--- config.mk ---
export PLATFORM = sky130hd
export DESIGN_NAME = jpeg_marker_segment_parser_core
export DESIGN_NICKNAME = d
export VERILOG_FILES = /design/src/hdl/jmsp_pkg.sv /design/src/hdl/jmsp_cfg.sv /design/src/hdl/jmsp_parser.sv /design/src/hdl/jpeg_marker_segment_parser_core.sv
export VERILOG_INCLUDE_DIRS = /design/src /design/src/hdl
export SDC_FILE = /design/constraint.sdc
export NUM_CORES = 1
export LEC_CHECK = 0
export ABC_AREA = 1
export BUFFER_PORTS_ARGS = -buffer_cell sky130_fd_sc_hd__buf_2
export CORE_MARGIN = 2
export CORE_UTILIZATION = 50
export CTS_CLUSTER_DIAMETER = 40
export DETAILED_ROUTE_END_ITERATION = 10
export GPL_ROUTABILITY_DRIVEN = 0
export HOLD_SLACK_MARGIN = 0.03
export PLACE_DENSITY_LB_ADDON = 0.3
export REMOVE_ABC_BUFFERS = 1
export SYNTH_ARGS = -nofsm -noshare
export SYNTH_HDL_FRONTEND = slang
export SYNTH_HIERARCHICAL = 1
export SYNTH_SLANG_ARGS = --single-unit
--- constraint.sdc ---
create_clock -name i_clk -period 15.8 [get_ports i_clk]
set_input_delay 0 -clock i_clk [delete_from_list [all_inputs] [get_ports i_clk]]
set_output_delay 0 -clock i_clk [all_outputs]
set_load 0.02 [all_outputs]
--- src/hdl/assert_macros.svh ---
// ============================================================================
// Assertion macros
// Shared clocked assertion forms for the marker parser RTL.
// ============================================================================
`ifndef ASSERT_MACROS_SVH
`define ASSERT_MACROS_SVH

// A property checked at every rising edge, off while reset is held.
`define ASSERT_CLK(label, prop, msg) \
    label: assert property (@(posedge i_clk) disable iff (!i_rst_n) (prop)) else $error(msg);

// An implication checked in the same cycle.
`define ASSERT_IMPL(label, ante, cons, msg) \
    `ASSERT_CLK(label, (ante) |-> (cons), msg)

// An implication whose consequent is checked in the cycle after the antecedent.
`define ASSERT_NEXT(label, ante, cons, msg) \
    `ASSERT_CLK(label, (ante) |=> (cons), msg)

`endif

--- src/hdl/jmsp_pkg.sv ---
// ============================================================================
// jmsp_pkg
// Types, codes and defaults shared by the JPEG marker segment parser.
// ============================================================================
package jmsp_pkg;

    // Parameter defaults.
    localparam int PREFIX_BYTES_DEF = 16;
    localparam int OFFSET_WIDTH_DEF = 32;

    // Configuration reset values.
    localparam logic [31:0] FILE_SIZE_RST    = 32'd0;
    localparam logic [15:0] MAX_FILL_RST     = 16'd64;
    localparam logic [15:0] MAX_SEGMENTS_RST = 16'd256;

    // Marker bytes.
    localparam logic [7:0] MK_PREFIX = 8'hFF;
    localparam logic [7:0] MK_STUFF  = 8'h00;
    localparam logic [7:0] MK_TEM    = 8'h01;
    localparam logic [7:0] MK_RST0   = 8'hD0;
    localparam logic [7:0] MK_RST7   = 8'hD7;
    localparam logic [7:0] MK_SOI    = 8'hD8;
    localparam logic [7:0] MK_EOI    = 8'hD9;
    localparam logic [7:0] MK_SOS    = 8'hDA;

    // Length field counts its own two bytes.
    localparam logic [15:0] LEN_FIELD_BYTES = 16'd2;

    typedef enum logic [1:0] {
        CFG_FILE_SIZE    = 2'd0,
        CFG_MAX_FILL     = 2'd1,
        CFG_MAX_SEGMENTS = 2'd2
    } t_cfg_idx;

    typedef enum logic [2:0] {
        PH_PREFIX  = 3'd0,
        PH_CODE    = 3'd1,
        PH_LEN_HI  = 3'd2,
        PH_LEN_LO  = 3'd3,
        PH_PAYLOAD = 3'd4
    } t_phase;

    typedef enum logic [1:0] {
        KIND_HEADER = 2'd0,
        KIND_PREFIX = 2'd1,
        KIND_ERROR  = 2'd2
    } t_kind;

    typedef enum logic [1:0] {
        ST_OK        = 2'd0,
        ST_MALFORMED = 2'd1,
        ST_TRUNCATED = 2'd2,
        ST_NOT_JPEG  = 2'd3
    } t_status;

    // One input beat.
    typedef struct packed {
        logic [7:0] byte_value;
        logic       end_of_data;
    } t_in_item;

    // Current configuration and the restart strobe.
    typedef struct packed {
        logic [31:0] file_size;
        logic [15:0] max_fill;
        logic [15:0] max_segments;
        logic        restart;
    } t_cfg;

    // One result beat.
    typedef struct packed {
        t_kind       kind;
        logic [7:0]  marker_code;
        logic [31:0] marker_offset;
        logic [15:0] fill_count;
        logic        is_standalone;
        logic [15:0] payload_length;
        logic [31:0] payload_offset;
        logic [31:0] scan_length;
        logic [7:0]  prefix_byte;
        logic        last_of_segment;
        t_status     status;
        logic [15:0] segment_index;
    } t_result;

endpackage

--- src/hdl/jmsp_cfg.sv ---
// ============================================================================
// jmsp_cfg
// Configuration registers; a file_size write also strobes a parse restart.
// ============================================================================
module jmsp_cfg
    import jmsp_pkg::*;
(
    input  logic        i_clk,
    input  logic        i_rst_n,
    input  logic        i_cfg_valid,
    input  logic [1:0]  i_cfg_index,
    input  logic [31:0] i_cfg_data,
    output t_cfg        o_cfg
);

    logic [31:0] r_file_size;
    logic [15:0] r_max_fill;
    logic [15:0] r_max_segments;
    logic        restart;

    // Register writes; indexes past the list are dropped.
    always_ff @(posedge i_clk) begin
        if (!i_rst_n) begin
            r_file_size    <= FILE_SIZE_RST;
            r_max_fill     <= MAX_FILL_RST;
            r_max_segments <= MAX_SEGMENTS_RST;
        end else if (i_cfg_valid) begin
            unique case (t_cfg_idx'(i_cfg_index))
                CFG_FILE_SIZE:    r_file_size    <= i_cfg_data;
                CFG_MAX_FILL:     r_max_fill     <= i_cfg_data[15:0];
                CFG_MAX_SEGMENTS: r_max_segments <= i_cfg_data[15:0];
                default: ;
            endcase
        end
    end

    // The parser restarts in the same edge that takes the new file size.
    assign restart = i_cfg_valid && (t_cfg_idx'(i_cfg_index) == CFG_FILE_SIZE);

    assign o_cfg.file_size    = r_file_size;
    assign o_cfg.max_fill     = r_max_fill;
    assign o_cfg.max_segments = r_max_segments;
    assign o_cfg.restart      = restart;

endmodule

--- src/hdl/jmsp_parser.sv ---
// ============================================================================
// jmsp_parser
// Parse state, one-byte step logic and the result register.
// ============================================================================
`include "assert_macros.svh"

module jmsp_parser
    import jmsp_pkg::*;
#(
    parameter int PREFIX_BYTES = PREFIX_BYTES_DEF,
    parameter int OFFSET_WIDTH = OFFSET_WIDTH_DEF
) (
    input  logic     i_clk,
    input  logic     i_rst_n,
    input  t_cfg     i_cfg,
    input  logic     i_item_valid,
    input  t_in_item i_item,
    output logic     o_item_ready,
    output logic     o_res_valid,
    output t_result  o_res,
    input  logic     i_res_ready
);

    localparam int PW = $clog2(PREFIX_BYTES + 1);
    localparam int CW = (OFFSET_WIDTH > 32) ? OFFSET_WIDTH : 32;
    localparam logic [PW-1:0]  PREFIX_CNT = PW'(PREFIX_BYTES);
    localparam logic [15:0]    PREFIX_LIM = 16'(PREFIX_BYTES);

    // Parse state.
    t_phase                  r_phase,    n_phase;
    logic [OFFSET_WIDTH-1:0] r_pos,      n_pos;
    logic [OFFSET_WIDTH-1:0] r_moff,     n_moff;
    logic [15:0]             r_fill,     n_fill;
    logic [7:0]              r_code,     n_code;
    logic [7:0]              r_len_hi,   n_len_hi;
    logic [15:0]             r_pay_rem,  n_pay_rem;
    logic [PW-1:0]           r_pre_rem,  n_pre_rem;
    logic [15:0]             r_segs,     n_segs;
    logic                    r_seen_soi, n_seen_soi;
    logic                    r_stopped,  n_stopped;

    // Result register.
    logic    r_res_valid;
    t_result r_res;

    logic                    fire;
    logic                    res_fire;
    t_result                 res;
    logic [7:0]              b;
    logic [OFFSET_WIDTH-1:0] pos_inc;
    logic [31:0]             pos32;
    logic [31:0]             pos_inc32;
    logic [31:0]             moff32;
    logic [15:0]             length;
    logic [15:0]             plen;
    logic [CW-1:0]           poff_ext;
    logic [CW-1:0]           room_ext;
    logic                    trunc;
    logic [15:0]             pay_dec;
    logic [PW-1:0]           pre_dec;

    function automatic t_result err_res(t_status st, logic [31:0] moff, logic [15:0] idx);
        t_result r;
        r                 = '0;
        r.kind            = KIND_ERROR;
        r.marker_offset   = moff;
        r.last_of_segment = 1'b1;
        r.status          = st;
        r.segment_index   = idx;
        return r;
    endfunction

    function automatic logic is_alone(logic [7:0] c);
        return ((c >= MK_RST0) && (c <= MK_RST7)) || (c == MK_SOI) || (c == MK_EOI) ||
               (c == MK_TEM);
    endfunction

    assign o_item_ready = !r_res_valid || i_res_ready;
    assign fire         = i_item_valid && o_item_ready;

    // Offsets and the payload bounds check against the file size.
    assign b         = i_item.byte_value;
    assign pos_inc   = r_pos + OFFSET_WIDTH'(1);
    assign pos32     = 32'(r_pos);
    assign pos_inc32 = 32'(pos_inc);
    assign moff32    = 32'(r_moff);
    assign length    = {r_len_hi, b};
    assign plen      = length - LEN_FIELD_BYTES;
    assign poff_ext  = CW'(pos_inc);
    assign room_ext  = CW'(i_cfg.file_size - 32'(plen));
    assign trunc     = (32'(plen) > i_cfg.file_size) || (poff_ext > room_ext);
    assign pay_dec   = r_pay_rem - 16'd1;
    assign pre_dec   = r_pre_rem - PW'(1);

    // Step logic for one accepted byte or end beat.
    always_comb begin
        n_phase    = r_phase;
        n_pos      = r_pos;
        n_moff     = r_moff;
        n_fill     = r_fill;
        n_code     = r_code;
        n_len_hi   = r_len_hi;
        n_pay_rem  = r_pay_rem;
        n_pre_rem  = r_pre_rem;
        n_segs     = r_segs;
        n_seen_soi = r_seen_soi;
        n_stopped  = r_stopped;
        res_fire   = 1'b0;
        res        = '0;

        if (!r_stopped) begin
            if (r_phase == PH_PREFIX) begin
                // A new marker starts at the current position.
                n_moff = r_pos;
                if (r_segs >= i_cfg.max_segments) begin
                    res_fire  = 1'b1;
                    res       = err_res(ST_MALFORMED, pos32, r_segs);
                    n_stopped = 1'b1;
                end else if (i_item.end_of_data) begin
                    res_fire  = 1'b1;
                    res       = err_res(t_status'(r_seen_soi ? ST_TRUNCATED : ST_NOT_JPEG),
                                        pos32, r_segs);
                    n_stopped = 1'b1;
                end else begin
                    n_pos = pos_inc;
                    if (b != MK_PREFIX) begin
                        res_fire  = 1'b1;
                        res       = err_res(ST_MALFORMED, pos32, r_segs);
                        n_stopped = 1'b1;
                    end else begin
                        n_fill  = '0;
                        n_phase = PH_CODE;
                    end
                end
            end else if (i_item.end_of_data) begin
                res_fire  = 1'b1;
                res       = err_res(ST_TRUNCATED, moff32, r_segs);
                n_stopped = 1'b1;
            end else begin
                n_pos = pos_inc;
                unique case (r_phase)
                    PH_CODE: begin
                        // Fill bytes, then the code itself.
                        if (b == MK_PREFIX) begin
                            if (r_fill >= i_cfg.max_fill) begin
                                res_fire  = 1'b1;
                                res       = err_res(ST_MALFORMED, moff32, r_segs);
                                n_stopped = 1'b1;
                            end else begin
                                n_fill = r_fill + 16'd1;
                            end
                        end else if (b == MK_STUFF) begin
                            res_fire  = 1'b1;
                            res       = err_res(ST_MALFORMED, moff32, r_segs);
                            n_stopped = 1'b1;
                        end else if ((r_segs == 16'd0) && (b != MK_SOI)) begin
                            res_fire  = 1'b1;
                            res       = err_res(ST_NOT_JPEG, moff32, r_segs);
                            n_stopped = 1'b1;
                        end else begin
                            if (b == MK_SOI) begin
                                n_seen_soi = 1'b1;
                            end
                            n_code = b;
                            if (is_alone(b)) begin
                                res_fire              = 1'b1;
                                res.kind              = KIND_HEADER;
                                res.marker_code       = b;
                                res.marker_offset     = moff32;
                                res.fill_count        = r_fill;
                                res.is_standalone     = 1'b1;
                                res.payload_offset    = pos_inc32;
                                res.last_of_segment   = 1'b1;
                                res.status            = ST_OK;
                                res.segment_index     = r_segs;
                                n_segs                = r_segs + 16'd1;
                                n_stopped             = (b == MK_EOI);
                                n_phase               = PH_PREFIX;
                            end else begin
                                n_phase = PH_LEN_HI;
                            end
                        end
                    end
                    PH_LEN_HI: begin
                        n_len_hi = b;
                        n_phase  = PH_LEN_LO;
                    end
                    PH_LEN_LO: begin
                        // Length complete: check it, then emit the header or an error.
                        if (length < LEN_FIELD_BYTES) begin
                            res_fire  = 1'b1;
                            res       = err_res(ST_MALFORMED, moff32, r_segs);
                            n_stopped = 1'b1;
                        end else if (trunc) begin
                            res_fire  = 1'b1;
                            res       = err_res(ST_TRUNCATED, moff32, r_segs);
                            n_stopped = 1'b1;
                        end else begin
                            res_fire            = 1'b1;
                            res.kind            = KIND_HEADER;
                            res.marker_code     = r_code;
                            res.marker_offset   = moff32;
                            res.fill_count      = r_fill;
                            res.payload_length  = plen;
                            res.payload_offset  = pos_inc32;
                            res.scan_length     = (r_code == MK_SOS) ?
                                                  (i_cfg.file_size - pos_inc32 - 32'(plen)) :
                                                  32'd0;
                            res.last_of_segment = (plen == 16'd0);
                            res.status          = ST_OK;
                            res.segment_index   = r_segs;
                            n_segs              = r_segs + 16'd1;
                            if (plen == 16'd0) begin
                                n_stopped = (r_code == MK_SOS);
                                n_phase   = PH_PREFIX;
                            end else begin
                                n_pay_rem = plen;
                                n_pre_rem = (plen < PREFIX_LIM) ? PW'(plen) : PREFIX_CNT;
                                n_phase   = PH_PAYLOAD;
                            end
                        end
                    end
                    PH_PAYLOAD: begin
                        // Leading payload bytes are reported, the rest skipped.
                        if (r_pre_rem != '0) begin
                            n_pre_rem           = pre_dec;
                            res_fire            = 1'b1;
                            res.kind            = KIND_PREFIX;
                            res.marker_code     = r_code;
                            res.marker_offset   = moff32;
                            res.fill_count      = r_fill;
                            res.prefix_byte     = b;
                            res.last_of_segment = (pre_dec == '0);
                            res.status          = ST_OK;
                            res.segment_index   = r_segs - 16'd1;
                        end
                        if (r_pay_rem <= 16'd1) begin
                            n_pay_rem = '0;
                            n_stopped = (r_code == MK_SOS);
                            n_phase   = PH_PREFIX;
                        end else begin
                            n_pay_rem = pay_dec;
                        end
                    end
                    default: begin
                        n_phase = PH_PREFIX;
                    end
                endcase
            end
        end
    end

    // State registers; a file size write restarts the parse.
    always_ff @(posedge i_clk) begin
        if (!i_rst_n || i_cfg.restart) begin
            r_phase    <= PH_PREFIX;
            r_pos      <= '0;
            r_moff     <= '0;
            r_fill     <= '0;
            r_code     <= '0;
            r_len_hi   <= '0;
            r_pay_rem  <= '0;
            r_pre_rem  <= '0;
            r_segs     <= '0;
            r_seen_soi <= 1'b0;
            r_stopped  <= 1'b0;
        end else if (fire) begin
            r_phase    <= n_phase;
            r_pos      <= n_pos;
            r_moff     <= n_moff;
            r_fill     <= n_fill;
            r_code     <= n_code;
            r_len_hi   <= n_len_hi;
            r_pay_rem  <= n_pay_rem;
            r_pre_rem  <= n_pre_rem;
            r_segs     <= n_segs;
            r_seen_soi <= n_seen_soi;
            r_stopped  <= n_stopped;
        end
    end

    // Result register valid flag.
    always_ff @(posedge i_clk) begin
        if (!i_rst_n) begin
            r_res_valid <= 1'b0;
        end else if (fire && res_fire) begin
            r_res_valid <= 1'b1;
        end else if (i_res_ready) begin
            r_res_valid <= 1'b0;
        end
    end

    // Result payload.
    always_ff @(posedge i_clk) begin
        if (fire && res_fire) begin
            r_res <= res;
        end
    end

    assign o_res_valid = r_res_valid;
    assign o_res       = r_res;

    // A stopped parser never produces a result.
    `ASSERT_IMPL(a_stopped_silent, r_stopped, !res_fire, "result from a stopped parser")

    // Prefix bytes remain only while a payload is being walked.
    `ASSERT_IMPL(a_prefix_in_payload, r_pre_rem != '0, r_phase == PH_PAYLOAD,
                 "prefix count outside payload")

    // Every error stops the parser.
    `ASSERT_NEXT(a_error_stops, fire && res_fire && (res.kind == KIND_ERROR) &&
                 !i_cfg.restart, r_stopped, "parser still running after an error")

endmodule

--- src/hdl/jpeg_marker_segment_parser_core.sv ---
// ============================================================================
// jpeg_marker_segment_parser_core
// Walks a JPEG byte stream and reports marker segment headers, payload
// prefix bytes and error statuses.
// ============================================================================
//
//  Channel  Direction  Handshake                 Beat
//  in       sink       i_in_valid / o_in_ready   one file byte or an end mark
//  out      source     o_out_valid / i_out_ready zero or one result per in beat
//  cfg      sink       i_cfg_valid / o_cfg_ready register index and data
//
//  One in beat is taken every cycle while the result side keeps up.
//  A beat reaches its result through the input register, then the step
//  logic into the result register.
//  Reset is synchronous and active low; it clears parse state and restores
//  max_fill to 64 and max_segments to 256. A file_size write restarts parsing.
//  A stalled result holds the result register, which backs up the input
//  register and then drops o_in_ready.
//
module jpeg_marker_segment_parser_core
    import jmsp_pkg::*;
#(
    parameter int PREFIX_BYTES = PREFIX_BYTES_DEF,
    parameter int OFFSET_WIDTH = OFFSET_WIDTH_DEF
) (
    input  logic        i_clk,
    input  logic        i_rst_n,
    input  logic        i_in_valid,
    output logic        o_in_ready,
    input  logic [7:0]  i_byte_value,
    input  logic        i_end_of_data,
    output logic        o_out_valid,
    input  logic        i_out_ready,
    output logic [1:0]  o_kind,
    output logic [7:0]  o_marker_code,
    output logic [31:0] o_marker_offset,
    output logic [15:0] o_fill_count,
    output logic        o_is_standalone,
    output logic [15:0] o_payload_length,
    output logic [31:0] o_payload_offset,
    output logic [31:0] o_scan_length,
    output logic [7:0]  o_prefix_byte,
    output logic        o_last_of_segment,
    output logic [1:0]  o_status,
    output logic [15:0] o_segment_index,
    input  logic        i_cfg_valid,
    output logic        o_cfg_ready,
    input  logic [1:0]  i_cfg_index,
    input  logic [31:0] i_cfg_data
);

    t_cfg     cfg;
    logic     r_in_valid;
    t_in_item r_in;
    logic     item_ready;
    t_result  res;

    // Configuration is always writable.
    assign o_cfg_ready = 1'b1;

    jmsp_cfg u_cfg (
        .i_clk       (i_clk),
        .i_rst_n     (i_rst_n),
        .i_cfg_valid (i_cfg_valid),
        .i_cfg_index (i_cfg_index),
        .i_cfg_data  (i_cfg_data),
        .o_cfg       (cfg)
    );

    // Input register; it refills in the cycle it hands its beat on.
    assign o_in_ready = !r_in_valid || item_ready;

    always_ff @(posedge i_clk) begin
        if (!i_rst_n) begin
            r_in_valid <= 1'b0;
        end else if (o_in_ready) begin
            r_in_valid <= i_in_valid;
        end
    end

    always_ff @(posedge i_clk) begin
        if (i_in_valid && o_in_ready) begin
            r_in.byte_value  <= i_byte_value;
            r_in.end_of_data <= i_end_of_data;
        end
    end

    jmsp_parser #(
        .PREFIX_BYTES (PREFIX_BYTES),
        .OFFSET_WIDTH (OFFSET_WIDTH)
    ) u_parser (
        .i_clk        (i_clk),
        .i_rst_n      (i_rst_n),
        .i_cfg        (cfg),
        .i_item_valid (r_in_valid),
        .i_item       (r_in),
        .o_item_ready (item_ready),
        .o_res_valid  (o_out_valid),
        .o_res        (res),
        .i_res_ready  (i_out_ready)
    );

    // Result fields onto their ports.
    assign o_kind            = res.kind;
    assign o_marker_code     = res.marker_code;
    assign o_marker_offset   = res.marker_offset;
    assign o_fill_count      = res.fill_count;
    assign o_is_standalone   = res.is_standalone;
    assign o_payload_length  = res.payload_length;
    assign o_payload_offset  = res.payload_offset;
    assign o_scan_length     = res.scan_length;
    assign o_prefix_byte     = res.prefix_byte;
    assign o_last_of_segment = res.last_of_segment;
    assign o_status          = res.status;
    assign o_segment_index   = res.segment_index;

endmodule
* After elaboration in Yosys (flattened, before gate mapping) *
Index checks and enable logic that the tools add are counted.

operators by class
  add/sub/neg operators = 10
  order comparisons = 9
  equal/unequal tests = 32
  muxes and demuxes = 95
  bitwise logic cells = 6
  reductions and logical operators = 41

operators with widths
  operator                                            number
  2-to-1 mux 166 bit                                  9
  2-to-1 mux 16 bit                                   18
  2-to-1 mux 32 bit                                   6
  case mux 58 bit (3 select lines)                    1
  case mux 81 bit (2 select lines)                    1
  2-to-1 mux 57 bit                                   2
  case mux 27 bit (3 select lines)                    1
  2-to-1 mux 80 bit                                   1
  case mux 16 bit (2 select lines)                    2
  subtractor 32 x 16 -> 32 bit                        2
  2-to-1 mux 59 bit                                   1
  2-to-1 mux 58 bit                                   1
  2-to-1 mux 19 bit                                   3
  2-to-1 mux 3 bit                                    12
  adder 16 x 1 -> 16 bit, second input constant       2
  adder 32 x 1 -> 32 bit, second input constant       1
  == test 8 bit, second input constant                4
  >= comparator 16 bit                                2
  greater-than comparator 16 x 32 -> 1 bit            1
  greater-than comparator 32 bit                      1
  logical NOT 16 bit                                  2
  subtractor 16 x 1 -> 16 bit, second input constant  2
  subtractor 32 bit                                   1
  2-to-1 mux 27 bit                                   1
  other kinds (42)                                    116

storage, ports and cells
  flip-flop bits (word level) = 379
  word-level logic and storage cells = 223

* Depth between registers and ports, before layout *
Gate-level depths: netlist of the first run.

  word-level depth = 15
  depth in mapped cells = 36
  gate-level depth less buffers = 34

* Modules after synthesis *
The synthesis of the first run kept the hierarchy.

modules (own cells, without submodules)
  module                           instances  cells an instance  area an instance (um2)
  jmsp_parser                      1          2,650              20,265.7
  jmsp_cfg                         1          415                2,722.6
  jpeg_marker_segment_parser_core  1          18                 332.8

* Least setup slack after synthesis of the first run *
OpenSTA, ideal clock, no wires.

  kind = reg2reg
  start point = reg r_in[2] in the netlist's numbering
  end point = reg u_parser.r_res (netlist bit u_parser/o_res[0]), enable pin
  setup time = 0.519 ns
  arrival time = 5.047 ns
  data required time = 15.281 ns
  setup slack = 10.235 ns
  cell stages (with the launch flop) = 16
  path buffers = 1
  period minus slack after synthesis = 5.565 ns
  cells stage by stage = edfxtp_1 -> buf_2 -> inv_2 -> nand2_2 -> nor2_4 -> inv_1 -> nor2_1 -> nand3b_1 -> nand2_1 -> nand2_1 -> o21ai_1 -> nand2_1 -> inv_2 -> nand3_1 -> nand3_1 -> inv_1

on the way
  word-level cells in the longest chain between the ends = 14

RTL lines
  item                                                               line                                   text
  start: declaration                                                 jpeg_marker_segment_parser_core.sv:54  t_in_item r_in;
  >= comparator 8 bit / <= comparator 8 bit (equally long branches)  jmsp_parser.sv:74                      return ((c >= MK_RST0) && (c <= MK_RST7)) || (c == MK_SOI) || (c == MK_EOI) ||
  logical AND 1 bit                                                  jmsp_parser.sv:74
  logical OR 1 bit (3 in a row)                                      jmsp_parser.sv:74
  2-to-1 mux 1 bit                                                   jmsp_parser.sv:165                     if (is_alone(b)) begin
  2-to-1 mux 1 bit                                                   jmsp_parser.sv:156                     end else if ((r_segs == 16'd0) && (b != MK_SOI)) begin
  2-to-1 mux 1 bit                                                   jmsp_parser.sv:152                     end else if (b == MK_STUFF) begin
  2-to-1 mux 1 bit                                                   jmsp_parser.sv:144                     if (b == MK_PREFIX) begin
  case mux 1 bit (3 select lines)                                    jmsp_parser.sv:141                     unique case (r_phase)
  2-to-1 mux 1 bit                                                   jmsp_parser.sv:135                     end else if (i_item.end_of_data) begin
  2-to-1 mux 1 bit *                                                 jmsp_parser.sv:112                     if (r_phase == PH_PREFIX) begin
  2-to-1 mux 1 bit *                                                 jmsp_parser.sv:111                     if (!r_stopped) begin
  logical AND 1 bit *                                                jmsp_parser.sv:295                     if (fire && res_fire) begin
  end signal: assignment                                             jmsp_parser.sv:296                     r_res <= res;
  end: declaration                                                   jmsp_parser.sv:44                      t_result r_res;

Mark *: on every way between the ends. The rest lies on a longest branch, timed or not.
A chain may end at the register's enable or synchronous reset.

* Final worst setup path of the first run *
  start point = reg r_in[2] in the netlist's numbering
  end point = reg u_parser.r_res (netlist bit u_parser/o_res[45]) (data pin)

on the way
  word-level cells in the longest chain between the ends = 9

RTL lines
  item                                line                text
  subtractor 16 x 2 -> 16 bit         jmsp_parser.sv:88   assign plen = length - LEN_FIELD_BYTES;
  subtractor 32 x 16 -> 32 bit        jmsp_parser.sv:90   assign room_ext = CW'(i_cfg.file_size - 32'(plen));
  greater-than comparator 32 bit      jmsp_parser.sv:91   assign trunc = (32'(plen) > i_cfg.file_size) || (poff_ext > room_ext);
  logical OR 1 bit                    jmsp_parser.sv:91
  2-to-1 mux 80 bit                   jmsp_parser.sv:194  end else if (trunc) begin
  2-to-1 mux 166 bit                  jmsp_parser.sv:190  if (length < LEN_FIELD_BYTES) begin
  case mux 81 bit (2 select lines) *  jmsp_parser.sv:141
  2-to-1 mux 166 bit *                jmsp_parser.sv:135
  2-to-1 mux 166 bit *                jmsp_parser.sv:112

Marked as above.

==> results.sh, run 1 <==
export IMPL_reg2reg_depth=28
export IMPL_hold_viol_final=0
export IMPL_cts_resized=0
export IMPL_syn_avg_cell_area_um2=7.56
export IMPL_ys_types=58
export IMPL_grt_pass1_vias=20600
export IMPL_cts_root_buffer="clkbuf_16"
export IMPL_wl_per_cell_um=17.3
export IMPL_yosysWarnings=6
export IMPL_crit_path_top_delay_cell="edfxtp_1"
export IMPL_status="finished clean"
export IMPL_htreeDepth=2
export IMPL_grt_overflow=0
export IMPL_setup_tns_ns=0
export IMPL_rows=79
export IMPL_clk_latency_ns=0.64
export IMPL_path_clk_slew_ns=0.06
export IMPL_area_growth_syn_to_layout_pct=16.9
export IMPL_first_pass_iters=6
export IMPL_drt_initial_drc_count=2286
export IMPL_dpl_cell_area_mm2=0.0247
export IMPL_portBuffers=215
export IMPL_holdWs_ns=0.0900
export IMPL_drc=0
export IMPL_die_w_um=220
export IMPL_ant_nets=0
export IMPL_via_count=21900
export IMPL_crit_required_ns=16.16
export IMPL_cp_max_fo=30
export IMPL_netlist_instances=3083
export IMPL_period_minus_slack_ns=6.10
export IMPL_critPathLaunch="r_in[2]$_DFFE_PP_"
export IMPL_setup_viol=0
export IMPL_timing_rr_start="r_in[2]$_DFFE_PP_"
export IMPL_wirelength_um=68500
export IMPL_report_final_slew_viol_count=0
export IMPL_cts_sinks=379
export IMPL_initial_core_util_pct=50.4
export IMPL_crit_arrival_ns=6.46
export IMPL_ys_seq_area_share_pct=40.0
export IMPL_drive_above_1_share_pct=12.3
export IMPL_cts_buffers=58
export IMPL_r2r_end="u_parser/o_res[45]$_SDFFCE_PP0P_"
export IMPL_core_mm2=0.0463
export IMPL_io_pins=217
export IMPL_gr_usage_all_layers_pct=27.8
export IMPL_endpoint_kind="register"
export IMPL_fmax_mhz=164
export IMPL_dpl_hpwl_um=49800
export IMPL_start_kind="register"
export IMPL_critPathKind="register to register"
export IMPL_power_density_mw_per_mm2=107
export IMPL_grt_max_degree=99
export IMPL_final_nets=3492
export IMPL_cts_tree="yes"
export IMPL_die_h_um=220
export IMPL_reg2reg_slack_ns=9.70
export IMPL_ir_worst_vdd_uv=88.8
export IMPL_syn_area_mm2=0.0233
export IMPL_totalPowerFinal_mw=2.91
export IMPL_die_area_mm2=0.0484
export IMPL_slew_headroom_pct=21.1
export IMPL_cpPeakStageDelay_ns=0.58
export IMPL_final_area_mm2=0.0273
export IMPL_p_leak_nw=12.2
export IMPL_worstMarginPinSlew_ns=1.18
export IMPL_synth_seq_cells=379
export IMPL_rsz0062_at_grt="false"
export IMPL_crit_path_frequent_cell="nand2_1"
export IMPL_period_share_pct=38.6
export IMPL_fin_worst_skew_ns=0.0405
export IMPL_clock_path_buffers=3
export IMPL_critPathCapture="u_parser/o_res[45]$_SDFFCE_PP0P_"
export IMPL_grt_pass1_wl_um=106000
export IMPL_antenna_found_initial=0
export IMPL_vias_per_cell=5.54
export IMPL_hold_path_class="input pin to register"
export IMPL_maxCapViolations=0
==> flip-flops by register name, summed over array words and instances (netlist names) <==
register,flops
u_parser/r_len_hi,8
u_parser/r_phase,3
r_in_valid,1
u_parser/r_stopped,1
u_cfg/r_file_size,32
u_parser/moff32,32
u_cfg/r_max_fill,16
r_in,9
u_parser/r_pre_rem,5
u_parser/r_code,8
u_parser/o_res,166
u_parser/r_seen_soi,1
u_parser/o_res_valid,1
u_parser/r_fill,16
u_parser/pos32,32
u_parser/r_pay_rem,16
u_parser/r_segs,16
u_cfg/r_max_segments,16
==> metrics by stage <==
step | cells | util (%) | setup WS (ns)
finish | 3953 | 58.9 | 9.70
detailed placement | 3793 | 53.4 | 9.88
CTS | 3952 | 58.9 | 9.86
floorplan | 2954 | - | 10.04
global route | 3952 | 58.9 | 9.24
global placement | 3793 | 53.4 | 10.05
==> cell families (layout without fill, tap and decap cells) <==
logic type               Yosys count  count (layout)  synth area share [%]
XOR/XNOR                         139             139                  5.22
AND/OR/NAND/NOR                 1379            1379                  25.8
buffers and inverters            546             808                  9.21
flip-flops                       379             379                  40.0
AO/OA/AOI/OAI                    490             490                  11.3
adder cells (fa/ha/maj)          149             149                  8.41
other                              1               2                0.0161
==> per-layer routing <==
| metal | global-route usage, % | share of wire [%] | vias to the layer above |
|---|---|---|---|
| li1 | - | - | 10600 |
| met1 | 33.9 | 39 | 10100 |
| met2 | 47.7 | 48 | 986 |
| met3 | 3.67 | 7.1 | 223 |
| met4 | 15.3 | 5.6 | 0 |
| met5 | 0 | 0 | - |
==> critical path, delay by kind of cell (launching register included) <==
family | cells | cell delay [ns]
compound gates | 4 | 1.19
fa+ha+maj | 3 | 1.14
buf+inv | 3 | 0.39
flops | 1 | 0.58
simple gates | 18 | 2.51
==> cells in the mapped netlist (all sizes together) <==
master   count  area share [%]
dfxtp      204              18
o21ai      145             3.1
a21boi       5            0.16
o2111ai      2           0.075
o221a        1           0.048
a21oi      278             6.0
o22ai        7            0.19
nand4       50             1.3
buf         55             1.3
nand3      238             5.3
o311ai       1           0.038
nand2      548             9.2
clkinv       2           0.032
edfxtp     175              23
o21a         8            0.26
nor4        17            0.52
o31ai        4            0.13
inv        415             6.7
nand3b       5            0.16
a41oi        1           0.038
a32oi        3            0.11
nor3b        5            0.25
nor2       450             7.6
or2          6            0.16
nor3        57             1.3
a22oi        9            0.29
clkbuf      74             1.2
a31oi        8            0.21
a211oi       3           0.097
o211ai       5            0.16
and3         1           0.027
fa          13             1.1
o21bai       5            0.16
ha         136             7.3
a221oi       2           0.075
conb         1           0.016
and2         2           0.054
xor2       103             3.9
a21o         3           0.097
xnor2       36             1.4
==> placed cells by master (no fill, tap or decap), types with 6 or more instances in the layout <==
cell type and count:
o21ai_0 141, buf_2 215, clkinv_4 6, edfxtp_1 175
nand2_2 17, dfxtp_1 204, inv_2 11, or2_2 6
clkinvlp_4 7, a21oi_1 277, o21a_1 8, clkinv_1 6
clkbuf_16 59, dlygate4sd3_1 49, nor2_2 11, nor4_1 16
nand4_1 50, inv_1 403, a22oi_1 9, nor3_1 53
nor2_1 432, a31oi_1 8, o22ai_1 7, fa_1 13
inv_6 9, nor2_4 6, xnor2_1 36, nand2_1 526
buf_4 17, nand3_1 232, xor2_1 103, ha_1 136
==> worst min path at each step <==
| stage | start | to | slack, ns | cells after the start |
|---|---|---|---|---|
| after CTS | i_byte_value[7] | r_in[8]$_DFFE_PP_ | 0.07 | 2 |
| after floorplan | i_rst_n | u_cfg/r_max_fill[6]$_SDFFE_PN1P_ | 0.08 | 1 |
| after global placement | i_end_of_data | r_in[0]$_DFFE_PP_ | 0.18 | 1 |
| after detailed placement | i_byte_value[7] | r_in[8]$_DFFE_PP_ | 0.18 | 1 |
| after global routing | i_byte_value[7] | r_in[8]$_DFFE_PP_ | 0.1 | 2 |
| final | i_byte_value[7] | r_in[8]$_DFFE_PP_ | 0.09 | 2 |
==> where the power goes <==
group / leakage [nW] / total [mW] / switching, mW / internal (mW)
sequential: 3.22 / 1.10 / 0.0315 / 1.07
combinational: 7.98 / 0.492 / 0.322 / 0.169
clock: 0.980 / 1.32 / 0.516 / 0.804
total: 12.2 / 2.91 / 0.870 / 2.04
==> area by class of cell <==
cell class                 count  area, µm²
clock buffer                  68       1550
inverter                     417       1570
tap                          607        759
clock inverter                42        498
multi-input combinational   2158      11800
antenna                        1       2.50
timing repair buffer         281       1690
fill                        4196      19000
sequential                   379       9340
==> repair_timing <==
| action | CTS | global route |
|---|---|---|
| setup buffers | 0 | 0 |
| hold buffers | 49 | 0 |
| endpoints found under the hold margin | 84 | 0 |
No activity file was read; power rests on OpenSTA's default activity.
==> inputs of run 2 (changes only) <==
==> constraint.sdc (replaced) <==
create_clock -name i_clk -period 5.9 [get_ports i_clk]
set_input_delay 0 -clock i_clk [delete_from_list [all_inputs] [get_ports i_clk]]
set_output_delay 0 -clock i_clk [all_outputs]
set_load 0.02 [all_outputs]
==> results.sh, run 2 (synthesized netlist as in run 1, its figures left out) <==
export IMPL_status="finished clean"
export IMPL_worstMarginPinSlew_ns=1.15
export IMPL_setup_viol=0
export IMPL_holdCritStartpoint="i_end_of_data"
export IMPL_area_growth_syn_to_layout_pct=17.0
export IMPL_dpl_hpwl_um=49400
export IMPL_mostFrequentLayoutCells="525 x nand2_1, 432 x nor2_1, 403 x inv_1, 277 x a21oi_1, 232 x nand3_1"
export IMPL_hold_viol_final=0
export IMPL_crit_arrival_ns=5.84
export IMPL_cp_max_fo=32
export IMPL_ir_worst_vdd_uv=221
export IMPL_first_pass_iters=5
export IMPL_grt_pass1_wl_um=106000
export IMPL_portBuffers=215
export IMPL_largest_reg_flops=166
export IMPL_grt_pass1_vias=20600
export IMPL_reg2reg_slack_ns=0.40
export IMPL_htreeDepth=2
export IMPL_holdWs_ns=0.104
export IMPL_period_minus_slack_ns=5.50
export IMPL_die_h_um=220
export IMPL_p_leak_nw=12.2
export IMPL_crit_required_ns=6.24
export IMPL_post_place_ws_ns=0.331
export IMPL_vias_per_cell=5.53
export IMPL_die_area_mm2=0.0484
export IMPL_drc=0
export IMPL_crit_path_top_delay_cell="edfxtp_1"
export IMPL_final_common_cell="nand2_1"
export IMPL_timing_rr_start="r_in[3]$_DFFE_PP_"
export IMPL_cts_root_buffer="clkbuf_16"
export IMPL_reg2reg_depth=31
export IMPL_antenna_found_initial=1
export IMPL_cts_tree="yes"
export IMPL_cpPeakStageDelay_ns=0.46
export IMPL_power_density_mw_per_mm2=283
export IMPL_start_kind="register"
export IMPL_fmax_mhz=182
export IMPL_maxCapViolations=0
export IMPL_worst_hold_path_endpoint="r_in[0]$_DFFE_PP_"
export IMPL_rsz0062_at_grt="false"
export IMPL_cts_buffers=57
export IMPL_period_share_pct=93.2
export IMPL_drt_initial_drc_count=2135
export IMPL_fin_worst_skew_ns=0.0189
export IMPL_cts_sinks=379
export IMPL_endpoint_kind="register"
export IMPL_totalPowerFinal_mw=7.72
export IMPL_core_mm2=0.0463
export IMPL_die_w_um=220
export IMPL_crit_path_frequent_cell="nand2_1"
export IMPL_cts_setup_buffers=0
export IMPL_wl_per_cell_um=17.2
export IMPL_grt_max_degree=96
export IMPL_r2r_end="u_parser/o_res[59]$_SDFFCE_PP0P_"
export IMPL_clk_latency_ns=0.61
export IMPL_slew_headroom_pct=22.8
export IMPL_rows=79
export IMPL_path_clk_slew_ns=0.06
export IMPL_report_final_slew_viol_count=0
export IMPL_final_nets=3498
export IMPL_place_inst=3801
export IMPL_via_count=21900
export IMPL_grt_overflow=0
export IMPL_antenna_cells=0
export IMPL_clock_path_buffers=3
export IMPL_gr_usage_all_layers_pct=27.7
export IMPL_drive_above_1_share_pct=12.6
export IMPL_ant_nets=0
export IMPL_finalNonFillerCells=3957
export IMPL_io_pins=217
export IMPL_wirelength_um=68100
export IMPL_critPathKind="register to register"
export IMPL_hold_path_depth=2
export IMPL_fillCellCount=4213
export IMPL_hold_path_class="input pin to register"
export IMPL_initial_core_util_pct=50.4
export IMPL_setup_ws_ns=0.402
export IMPL_setup_tns_ns=0
run 2: worst max-delay path, delay by kind of cell (launching register included):
kind,cells,cell delay (ns)
compound gates,4,0.76
xor+xnor,1,0.16
fa+ha+maj,3,0.90
buf+inv,5,0.58
flops,1,0.46
simple gates,18,2.32
run 2: layout make-up:
| class | count | area [µm²] | area share (%) |
|---|---|---|---|
| clock buffer | 67 | 1570 | 5.75 |
| tap | 607 | 759 | 2.78 |
| timing repair buffer | 288 | 1770 | 6.50 |
| clock inverter | 41 | 407 | 1.49 |
| inverter | 417 | 1570 | 5.76 |
| sequential | 379 | 9340 | 34.2 |
| multi-input combinational | 2158 | 11900 | 43.5 |
run 2: worst max path at each step:
stage,from,to,slack [ns]
after floorplan,r_in[2]$_DFFE_PP_,u_parser/o_res[0]$_SDFFCE_PP0P_,0.14
after global placement,r_in[4]$_DFFE_PP_,u_parser/o_res[47]$_SDFFCE_PP0P_,0.53
after detailed placement,r_in[2]$_DFFE_PP_,u_parser/o_res[45]$_SDFFCE_PP0P_,0.33
after CTS,r_in[2]$_DFFE_PP_,u_parser/o_res[45]$_SDFFCE_PP0P_,0.28
after global routing,r_in[3]$_DFFE_PP_,u_parser/o_res[121]$_SDFFCE_PP0P_,0.006
final,r_in[3]$_DFFE_PP_,u_parser/o_res[59]$_SDFFCE_PP0P_,0.40
run 2: routing by layer:
layer | up-vias | GRT usage (%) | part of all wire, %
li1 | 10600 | - | -
met1 | 10100 | 34.2 | 40
met2 | 988 | 46.9 | 47
met3 | 221 | 4.10 | 7.0
met4 | 0 | 14.4 | 5.5
met5 | - | 0 | 0
run 2: through the flow:
step | area [µm²] | util, %
after global placement | 24800 | 53.6
after global routing | 27300 | 59.0
after floorplan | 22700 | -
final | 27300 | 59.0
after detailed placement | 24800 | 53.6
after CTS | 27300 | 58.9
run 2: where the power goes:
| part | internal (mW) | total (mW) | leakage [nW] | switching (mW) |
|---|---|---|---|---|
| Combinational | 0.458 | 1.32 | 8.02 | 0.864 |
| Clock | 2.08 | 3.45 | 0.971 | 1.37 |
| Sequential | 2.86 | 2.94 | 3.22 | 0.0818 |
run 2: timing repair:
action | 4_1_cts | 5_1_grt
hold buffers | 48 | 0
hold endpoints to repair | 84 | 0
resized for setup | 0 | 8
setup endpoints to repair | 0 | 134
